$ cat src/sv/tea_skid.sv
// ----------------------------------------------------------------------------
// tea_skid
// output register with one skid entry behind the cell chain
// ----------------------------------------------------------------------------
`default_nettype none

module tea_skid (
    input  wire logic        i_clk,
    input  wire logic        i_rst_n,
    input  wire logic        i_vld,
    input  wire logic [63:0] i_data,
    output logic             o_room,
    output logic             o_vld,
    output logic [63:0]      o_data,
    input  wire logic        i_ready
);
    logic        r_out_vld;
    logic [63:0] r_out;
    logic        r_skid_vld;
    logic [63:0] r_skid;
    logic        out_free;

    assign out_free = !r_out_vld || i_ready;

    always_ff @(posedge i_clk) begin
        if (!i_rst_n) begin
            r_out_vld  <= 1'b0;
            r_skid_vld <= 1'b0;
        end else if (r_skid_vld) begin
            // chain is held while the skid entry is full
            if (i_ready) begin
                r_out_vld  <= 1'b1;
                r_skid_vld <= 1'b0;
            end
        end else if (out_free) begin
            r_out_vld <= i_vld;
        end else if (i_vld) begin
            r_skid_vld <= 1'b1;
        end
    end

    always_ff @(posedge i_clk) begin
        if (r_skid_vld) begin
            if (i_ready) begin
                r_out <= r_skid;
            end
        end else if (out_free) begin
            r_out <= i_data;
        end else if (i_vld) begin
            r_skid <= i_data;
        end
    end

    assign o_room = !r_skid_vld;
    assign o_vld  = r_out_vld;
    assign o_data = r_out;

endmodule

`default_nettype wire

$ cat config.mk
export PLATFORM = sky130hd
export DESIGN_NAME = tea_skid
export DESIGN_NICKNAME = d
export VERILOG_FILES = /design/src/sv/tea_skid.sv
export SDC_FILE = /design/constraint.sdc
export NUM_CORES = 1
export LEC_CHECK = 0
export BUFFER_PORTS_ARGS = -buffer_cell sky130_fd_sc_hd__buf_4
export CAP_MARGIN = 10
export CORE_UTILIZATION = 54
export CTS_BUF_LIST = sky130_fd_sc_hd__clkbuf_8
export CTS_CLUSTER_DIAMETER = 40
export CTS_CLUSTER_SIZE = 30
export DETAILED_ROUTE_END_ITERATION = 16
export MAX_ROUTING_LAYER = met4
export PLACE_DENSITY_LB_ADDON = 0.05
export REMOVE_ABC_BUFFERS = 1
export SETUP_SLACK_MARGIN = 0.1
export SYNTH_ARGS = -nofsm -noshare
export SYNTH_HDL_FRONTEND = slang
export SYNTH_SLANG_ARGS = --single-unit
$ cat constraint.sdc
create_clock -name i_clk -period 8 [get_ports i_clk]
set_input_delay 0.8 -clock i_clk [delete_from_list [all_inputs] [get_ports i_clk]]
set_output_delay 0.8 -clock i_clk [all_outputs]
set_load 0.03 [all_outputs]
==> results by group <==
Pwr
  • Internal power: 1.11 mW
  • Total power: 1.48 mW
  • Logic pwr share: 11.6%
  • Power per cell area: 238 nW/um2
  • Peak supply drop: 0.166 mV
  • Leakage: 2.37 nW
  • Switching pwr: 0.367 mW
  • Sequential share of power: 54.4%
  • Power share of the clock group: 34.0%
  • Sw Ratio: 24.8%

Setup path
  • Critical Path End Type: output pin
  • Worst reg2reg path depth: 2
  • Worst Setup EP: o_room
  • Critical path type: flip-flop to output pin
  • Crit path max fanout: 69
  • Delay of the slowest critical-path stage: 0.99 ns
  • Critical path required time: 7.20 ns
  • Crit path cell chain: inv_1, buf_4
  • FF-to-FF End: o_data[51]
  • Critical register-to-register path startpoint: r_skid_vld
  • Crit-path slowest cell: dfxtp_4
  • Setup crit start kind: flip-flop
  • Worst endpoint data arrival time: 1.78 ns
  • R2R Setup Slk: 6.03 ns
  • Setup crit start: r_skid_vld

Logic synthesis
  • Post-synthesis mux area share: 15.9%
  • Synth Register Bits: 130
  • Largest family of logic cells by synthesized area: multiplexers
  • Synth Cell Area: 4740 um2
  • Xor/xnor share of the synthesized area: 0%
  • Synth cell types: 15
  • Seq/Total Area, Yosys: 81.9%
  • Post-Synth Simple-Gate Area: 0.448%
  • Mean post-synth cell area: 22.5 um2
  • Synth Area in Adders: 0%
  • Yosys warnings: 0
  • Synth Area in Compound Gates: 0.422%
  • Mapped Cells: 211

Clock network
  • Clk sinks: 130
  • Clock Tree Root: clkbuf_8
  • Clock slew at the register clock pins of the worst setup and hold paths: 0.08 ns
  • H-tree depth: 4
  • Num CTS Buffers: 17
  • TritonCTS clock tree: built
  • Clock Latency Late Sink: 0.42 ns
  • Clock buffer depth: 2
  • Cts hold-fix bufs: 0
  • Resize count post-CTS: 0
  • Post-CTS setup buffer count: 0

Final layout
  • Fraction of layout instances using a drive strength above 1: 63.1%
  • Ant. Diodes: 0
  • Final #Nets: 426
  • Area Growth Syn to Fin: 31.2%
  • FILL cells: 562
  • Post-layout util: 74.6%

Floorplan
  • Number of placed I/O pins: 134
  • Row count: 33
  • Initial core utilization: 56.9%
  • Die H: 95.7 um
  • Die Wd: 95.7 um
  • Die area: 9170 um2
  • Core area: 8340 um2

Job
  • Max-Cap Viols: 0

STA
  • RSZ-0062 raised after global routing: false
  • Endpoints failing setup: 0
  • Min Clock Period, post-route: 2.58 ns
  • Fmax: 0.387 GHz
  • Slew @ Worst Pin: 0.952 ns
  • Fin. Hold Viols: 0
  • Setup TNS Final: 0 ns
  • Ratio of final minimum period to clock period: 32.3%
  • Rel. slew slack: 36.5%
  • Max Slew Vio Count: 0
  • Worst Skew: 0.0103 ns

Route
  • Drt total wl: 8.18 mm
  • Vias/cell: 5.05
  • Final ANT Viol Nets: 0
  • First-pass DRT Iterations: 4
  • Residual DRC: 0
  • DRT iter0 DRCs: 95
  • Via count: 2406
  • DR WL/cell: 17.2 um

Global routing
  • First-pass GRT wire length: 12.0 mm
  • Largest net degree at the start of global routing: 70
  • Antenna violations before repair: 0
  • Vias in the first global route: 2449
  • All-Layer GR Usage: 19.1%
  • Gr ovfl total: 0

Placed design
  • Post-DP HPWL: 5.19 mm
  • Gpl congestion: 0.685
  • Port-buffer cells: 133

Worst hold path
  • Min-Delay Path Class: flip-flop to flip-flop

Status
  • Status: complete, no violations
[worst max-delay path, delay by kind of cell, from the launching register on]
family	cells	cell delay [ns]
flip-flops	1	0.99
buffers and inverters	2	0.37
[metal layers]
metal / wire length, um / vias to the layer above / GRT usage, %
met4: 106 / 0 / 6.72
met3: 564 / 14 / 6.64
met2: 4000 / 92 / 29.6
met1: 3520 / 1156 / 23.7
met5: 0 / - / -
li1: - / 1144 / -
[layout make-up]
class / instances / area [um2] / share of cell area, %
clock buffer: 17 / 234 / 3.76
clock inverter: 15 / 135 / 2.17
inverter: 1 / 3.75 / 0.0603
multi-input combinational: 72 / 811 / 13.0
sequential: 130 / 3890 / 62.5
tap: 105 / 131 / 2.11
timing repair buffer: 136 / 1020 / 16.4
[worst min-delay path by stage]
stage / startpoint / to / depth (start not counted)
detailed placement: r_skid[35] / o_data[35] / 1
global route: i_data[45] / r_skid[45] / 1
floorplan: r_skid[0] / o_data[0] / 1
CTS: i_data[12] / r_skid[12] / 1
finish: r_skid[53] / o_data[53] / 1
global placement: r_skid[34] / o_data[34] / 1
[cells by family (layout without fill, tap and decap cells)]
logic type	after synthesis	count (layout)
simple gates	4	4
flops	130	130
buf+inv	9	169
compound gates	3	3
mux	65	65
[cell usage after synthesis (all sizes together)]
| cell type | n | share of area [%] |
|---|---|---|
| buf | 8 | 1.3 |
| dfxtp | 2 | 0.84 |
| nor3 | 1 | 0.11 |
| mux2 | 64 | 16 |
| o21bai | 1 | 0.16 |
| edfxtp | 128 | 81 |
| nand2 | 1 | 0.079 |
| a21oi | 1 | 0.11 |
| a21boi | 1 | 0.16 |
| mux2i | 1 | 0.21 |
| inv | 1 | 0.079 |
| nand2b | 2 | 0.26 |
[metrics by stage]
step / setup WS (ns) / instance area (um2) / hold WS (ns) / cells
3_3_place_gp: 5.85 / 5850 / 0.528 / 444
5_1_grt: 5.27 / 6220 / 0.531 / 476
2_1_floorplan: 1.69 / 4680 / 0.523 / 203
6_report: 5.42 / 6220 / 0.552 / 476
3_5_place_dp: 5.84 / 5850 / 0.531 / 444
4_1_cts: 5.37 / 6220 / 0.539 / 476
[sequential cells by signal, indices dropped and copies added (netlist names)]
register    cells
o_data         64
o_vld           1
r_skid         64
r_skid_vld      1
[cells in the final DEF (no fill, tap or decap), types with 2 or more instances in the layout]
master	instances
buf_4	136
clkbuf_8	17
clkinv_2	2
clkinv_4	3
clkinvlp_4	4
edfxtp_1	128
inv_1	2
inv_6	4
mux2_2	58
mux2_4	6
nand2b_1	2
[power by group through the flow]
| stage | clock network [mW] | registers [mW] | logic (mW) |
|---|---|---|---|
| after floorplan | 0 | 0.881 | 0.0318 |
| after global placement | 0 | 0.821 | 0.170 |
| after detailed placement | 0 | 0.822 | 0.173 |
| after CTS | 0.513 | 0.807 | 0.173 |
| after global routing | 0.544 | 0.810 | 0.181 |
| final | 0.504 | 0.807 | 0.171 |
No activity file was read; power rests on OpenSTA's default activity.
