File: config.mk
export PLATFORM = sky130hd
export DESIGN_NAME = tea_cell
export DESIGN_NICKNAME = d
export VERILOG_FILES = /design/src/sv/tea_pkg.sv /design/src/sv/tea_cell.sv
export SDC_FILE = /design/constraint.sdc
export NUM_CORES = 1
export LEC_CHECK = 0
export BUFFER_PORTS_ARGS = -buffer_cell sky130_fd_sc_hd__buf_2
export CAP_MARGIN = 5
export CORE_AREA = 2 2 145 147
export CTS_CLUSTER_SIZE = 20
export DETAILED_ROUTE_END_ITERATION = 10
export DIE_AREA = 0 0 147 149
export PLACE_DENSITY = 0.83
export SYNTH_ARGS = -nofsm -noshare
export SYNTH_HDL_FRONTEND = slang
export SYNTH_SLANG_ARGS = --single-unit
File: constraint.sdc
create_clock -name i_clk -period 9.94 [get_ports i_clk]
set_input_delay 0.497 -clock i_clk [delete_from_list [all_inputs] [get_ports i_clk]]
set_output_delay 0.497 -clock i_clk [all_outputs]
set_load 0.005 [all_outputs]
File: src/sv/tea_pkg.sv
// ----------------------------------------------------------------------------
// tea_pkg
// shared types, constants and the round function of the tea block cipher
// ----------------------------------------------------------------------------
`default_nettype none

package tea_pkg;

    localparam int unsigned WORD_W         = 32;
    localparam int unsigned DEFAULT_ROUNDS = 32;
    localparam int unsigned CFG_IDX_W      = 3;

    localparam logic [WORD_W-1:0] TEA_DELTA = 32'h9e37_79b9;

    localparam logic [CFG_IDX_W-1:0] REG_KEY0 = 3'd0;
    localparam logic [CFG_IDX_W-1:0] REG_KEY1 = 3'd1;
    localparam logic [CFG_IDX_W-1:0] REG_KEY2 = 3'd2;
    localparam logic [CFG_IDX_W-1:0] REG_KEY3 = 3'd3;

    typedef struct packed {
        logic              dir;   // 0 encrypt, 1 decrypt
        logic [WORD_W-1:0] y;     // first half
        logic [WORD_W-1:0] z;     // second half
    } t_block;

    typedef struct packed {
        logic [WORD_W-1:0] w3;
        logic [WORD_W-1:0] w2;
        logic [WORD_W-1:0] w1;
        logic [WORD_W-1:0] w0;
    } t_key;

    // delta times n, wrapped to a word; elaboration only
    function automatic logic [WORD_W-1:0] sum_const(input int unsigned n);
        logic [2*WORD_W-1:0] prod;
        prod = {{WORD_W{1'b0}}, TEA_DELTA} * (2*WORD_W)'(n);
        return prod[WORD_W-1:0];
    endfunction

    function automatic logic [WORD_W-1:0] tea_mix(
        input logic [WORD_W-1:0] v,
        input logic [WORD_W-1:0] s,
        input logic [WORD_W-1:0] kl,
        input logic [WORD_W-1:0] kr
    );
        return ((v << 4) + kl) ^ (v + s) ^ ((v >> 5) + kr);
    endfunction

endpackage

`default_nettype wire

File: src/sv/tea_cell.sv
// ----------------------------------------------------------------------------
// tea_cell
// one half round: updates one half of the block from the other and hands on
// ----------------------------------------------------------------------------
`default_nettype none

module tea_cell #(
    parameter logic [31:0] SUM_ENC = 32'h0,
    parameter logic [31:0] SUM_DEC = 32'h0,
    parameter bit          PHASE   = 1'b0
) (
    input  wire logic          i_clk,
    input  wire logic          i_rst_n,
    input  wire logic          i_en,
    input  wire logic          i_vld,
    input  wire tea_pkg::t_block i_blk,
    input  wire tea_pkg::t_key i_key,
    output logic               o_vld,
    output tea_pkg::t_block    o_blk
);
    import tea_pkg::*;

    logic              upd_y;
    logic [WORD_W-1:0] src;
    logic [WORD_W-1:0] dst;
    logic [WORD_W-1:0] sum;
    logic [WORD_W-1:0] kl;
    logic [WORD_W-1:0] kr;
    logic [WORD_W-1:0] f;
    logic [WORD_W-1:0] dst_new;
    logic              r_vld;
    t_block            r_blk;
    t_block            n_blk;

    // encrypt updates y first, decrypt updates z first
    assign upd_y   = PHASE ^ ~i_blk.dir;
    assign src     = upd_y ? i_blk.z : i_blk.y;
    assign dst     = upd_y ? i_blk.y : i_blk.z;
    assign kl      = upd_y ? i_key.w0 : i_key.w2;
    assign kr      = upd_y ? i_key.w1 : i_key.w3;
    assign sum     = i_blk.dir ? SUM_DEC : SUM_ENC;
    assign f       = tea_mix(src, sum, kl, kr);
    assign dst_new = i_blk.dir ? (dst - f) : (dst + f);

    always_comb begin
        n_blk = i_blk;
        if (upd_y) begin
            n_blk.y = dst_new;
        end else begin
            n_blk.z = dst_new;
        end
    end

    always_ff @(posedge i_clk) begin
        if (!i_rst_n) begin
            r_vld <= 1'b0;
        end else if (i_en) begin
            r_vld <= i_vld;
        end
    end

    always_ff @(posedge i_clk) begin
        if (i_en) begin
            r_blk <= n_blk;
        end
    end

    assign o_vld = r_vld;
    assign o_blk = r_blk;

endmodule

`default_nettype wire

==> reports/metrics.cfg <==
[worst_hold_path]
worstHoldPathCells = 2
holdCritPathClass = in2reg

[synthesis]
synthCells = 1101
ys_ff_latch = 66
async_flop_share_pct = 0
ys_types = 66
synth_seq_area_share_pct = 20.88
syn_area_mm2 = 0.009444
avgSynthCellArea_um2 = 8.578
yosys_warnings = 0
synth_flop_cell = edfxtp_1
synth_edf_count = 65
syn-num-nets = 1387

[pwr]
power_frac_clock_pct = 12.5
cellLeakagePower_nw = 5.049
powerDensity_mw_per_mm2 = 237.8
ir_worst_vdd_mv = 0.1130
seqPwrFrac_pct = 18.4
p_int_mw = 1.498
p_comb_share_pct = 69.1
power_mw = 2.698
p_sw_share_pct = 44.49
p_sw_mw = 1.200

[floorplan]
dieWidth_um = 147
core-area_mm2 = 0.02056
die_area_mm2 = 0.02190
num_rows = 53
initial_core_util_pct = 45.94
io_pins = 263
die_h_um = 149

[job]
maxCapViolations = 0

[worst_setup_path]
cp.arrival_ns = 7.43
start_kind = input pin
critical_path_class = in2reg
cp_max_fo = 81
r2r_cells = 2
critical_path_required_ns = 9.99
worstSetupEndpointType = register

[clocking]
cts_buffer_depth = 2
path_clk_slew_ns = 0.06
htree_levels = 3
cts.sinks = 66
cts_root_buf = clkbuf_16
cts_made_buffers = 9
hold_buffers = 0
insertion_delay_ns = 0.32
cts_tree = done
cts_resized = 0
post_cts_buffers = 0

[sta]
layout_setup_ws_ns = 2.564
clock_skew_ns = 0
worstMarginPinSlew_ns = 0.8570
final-max-slew-violation-count = 0
fin_hold_ws_ns = 0.3977
grt_setup_unrepaired = no
setup_tns_ns = 0
max_slew_margin_pct = 42.87
finalCriticalPeriod_ns = 7.376
setup_viol = 0
hold_viol = 0
min_period_over_period_pct = 74.21
fmax_mhz = 135.6

[global_route]
grt_pass1_wl_um = 42570
track_usage_pct = 24.18
grt_pass1_vias = 8587
antenna_found_initial = 4
grt-ovfl-total = 0
grt_max_degree = 82

[cells_and_area]
area_growth_pct = 20.10
finish.instance_area_mm2 = 0.01134
drive_gt1_share_pct = 28.79
fin_cells = 1630
fin_util_pct = 55.17
fin_nets = 1632

[detailed_routing]
wirelength_um = 27790
viasPerCell = 5.753
drtAntennaViolNets = 0
drt-wirelength-per-cell_um = 17.05
drcViolationCount = 0
drt-initial-drc-count = 882
dr.pass1.iters = 8
via_count = 9377

[placed_design]
dpl.hpwl_um = 23000
gp_congestion = 1.010
io_buffer_count = 262
place_area_mm2 = 0.01101
placedCellCount = 1610
place_ws_ns = 2.394

[status]
outcome = finished, final reports clean

==> critical path, cell delays in order <==
cell       delay, ns
buf_6           0.40
buf_4           0.77
nor2b_1         0.12
nand2b_1        0.28
ha_1            0.42
a21o_1          0.22
a31o_2          0.24
and2_0          0.16
o32a_1          0.37
xnor2_1         0.29
o2111ai_1       0.21
nor2_1          0.20
nand3_1         0.20
nor4_1          0.38
a31oi_1         0.16
xor2_1          0.19
ha_1            0.37
a21o_1          0.19
a21o_1          0.17
a21oi_1         0.16
a21bo_2         0.26
a311o_1         0.34
a31o_2          0.27
xnor2_1         0.27
o31a_1          0.20
o31ai_1         0.06
==> sequential cells by signal (all words and copies together), names as in the netlist <==
name,cells
o_blk,65
o_vld,1
==> power groups by stage <==
| stage | sequential, mW | clock [mW] | combinational, mW |
|---|---|---|---|
| detailed placement | 0.503 | 0 | 1.81 |
| finish | 0.497 | 0.336 | 1.86 |
| global placement | 0.502 | 0 | 1.76 |
| CTS | 0.499 | 0.338 | 1.83 |
| global route | 0.508 | 0.351 | 2.04 |
| floorplan | 0.519 | 0 | 1.33 |
==> synth_stat cells (18+ instances only) <==
cell,n,area (um^2)
mux2_2,93,1047
edfxtp_1,65,1952
nand2b_1,21,131.4
a21oi_1,92,460.4
xor2_1,50,437.9
o21ai_0,88,440.4
ha_1,86,1076
clkbuf_1,24,90.09
nor2_1,57,214.0
inv_1,27,101.4
nor2b_1,18,112.6
xnor2_1,122,1069
nand2_1,116,435.4
a21o_1,35,262.8
==> kinds of logic after synthesis <==
logic type | after synthesis | synth area share [%]
multiplexers | 103 | 12.15
XOR/XNOR | 176 | 16.91
buffers and inverters | 59 | 2.372
AO/OA/AOI/OAI | 324 | 21.48
flip-flops | 66 | 20.88
adder cells (fa/ha/maj) | 89 | 12.03
AND/OR/NAND/NOR | 284 | 14.19
==> area by class of cell <==
class	count	area [um^2]
fill	1831	9215
multi-input combinational	976	7248
sequential	66	1972
timing repair buffer	266	1348
tap	275	344.1
clock buffer	9	225.2
inverter	27	101.3
clock inverter	7	93.84
antenna	4	10.01
==> worst paths after layout <==
| check | to | slack (ns) | startpoint |
|---|---|---|---|
| setup reg to reg | o_vld | 9.34 | o_vld |
| hold / removal | o_vld | 0.40 | i_rst_n |
| hold reg to reg | o_vld | 0.53 | o_vld |
| setup / recovery | o_blk[63] | 2.56 | i_blk[64] |
==> metal layers <==
layer  GRT usage (%)  wire (um)
met5               0         13
met4           6.683        531
met3           2.416       2079
met2           40.19      12710
met1           33.70      12460
==> cells in the final DEF, fill, tap and decap left out, types with 5 or more instances in the layout <==
cell type / netlist / final
a211oi_1: 8 / 8
a21boi_0: 5 / 5
a21o_1: 35 / 35
a21oi_1: 92 / 92
a31o_2: 5 / 5
a31oi_1: 14 / 14
and3_1: 10 / 10
buf_2: 2 / 261
clkbuf_16: 0 / 9
edfxtp_1: 65 / 65
ha_1: 86 / 86
inv_1: 27 / 27
mux2_2: 93 / 93
mux2i_1: 10 / 10
nand2_1: 116 / 116
nand2b_1: 21 / 21
nand3_1: 12 / 12
nand4_1: 7 / 7
nor2_1: 57 / 57
nor2b_1: 18 / 18
nor3_1: 14 / 14
nor4_1: 6 / 6
o211ai_1: 5 / 5
o21a_1: 12 / 12
o21ai_0: 88 / 88
o21bai_1: 14 / 14
o31ai_1: 11 / 11
xnor2_1: 122 / 122
xor2_1: 50 / 50
Power figures use the tool's default switching activity.
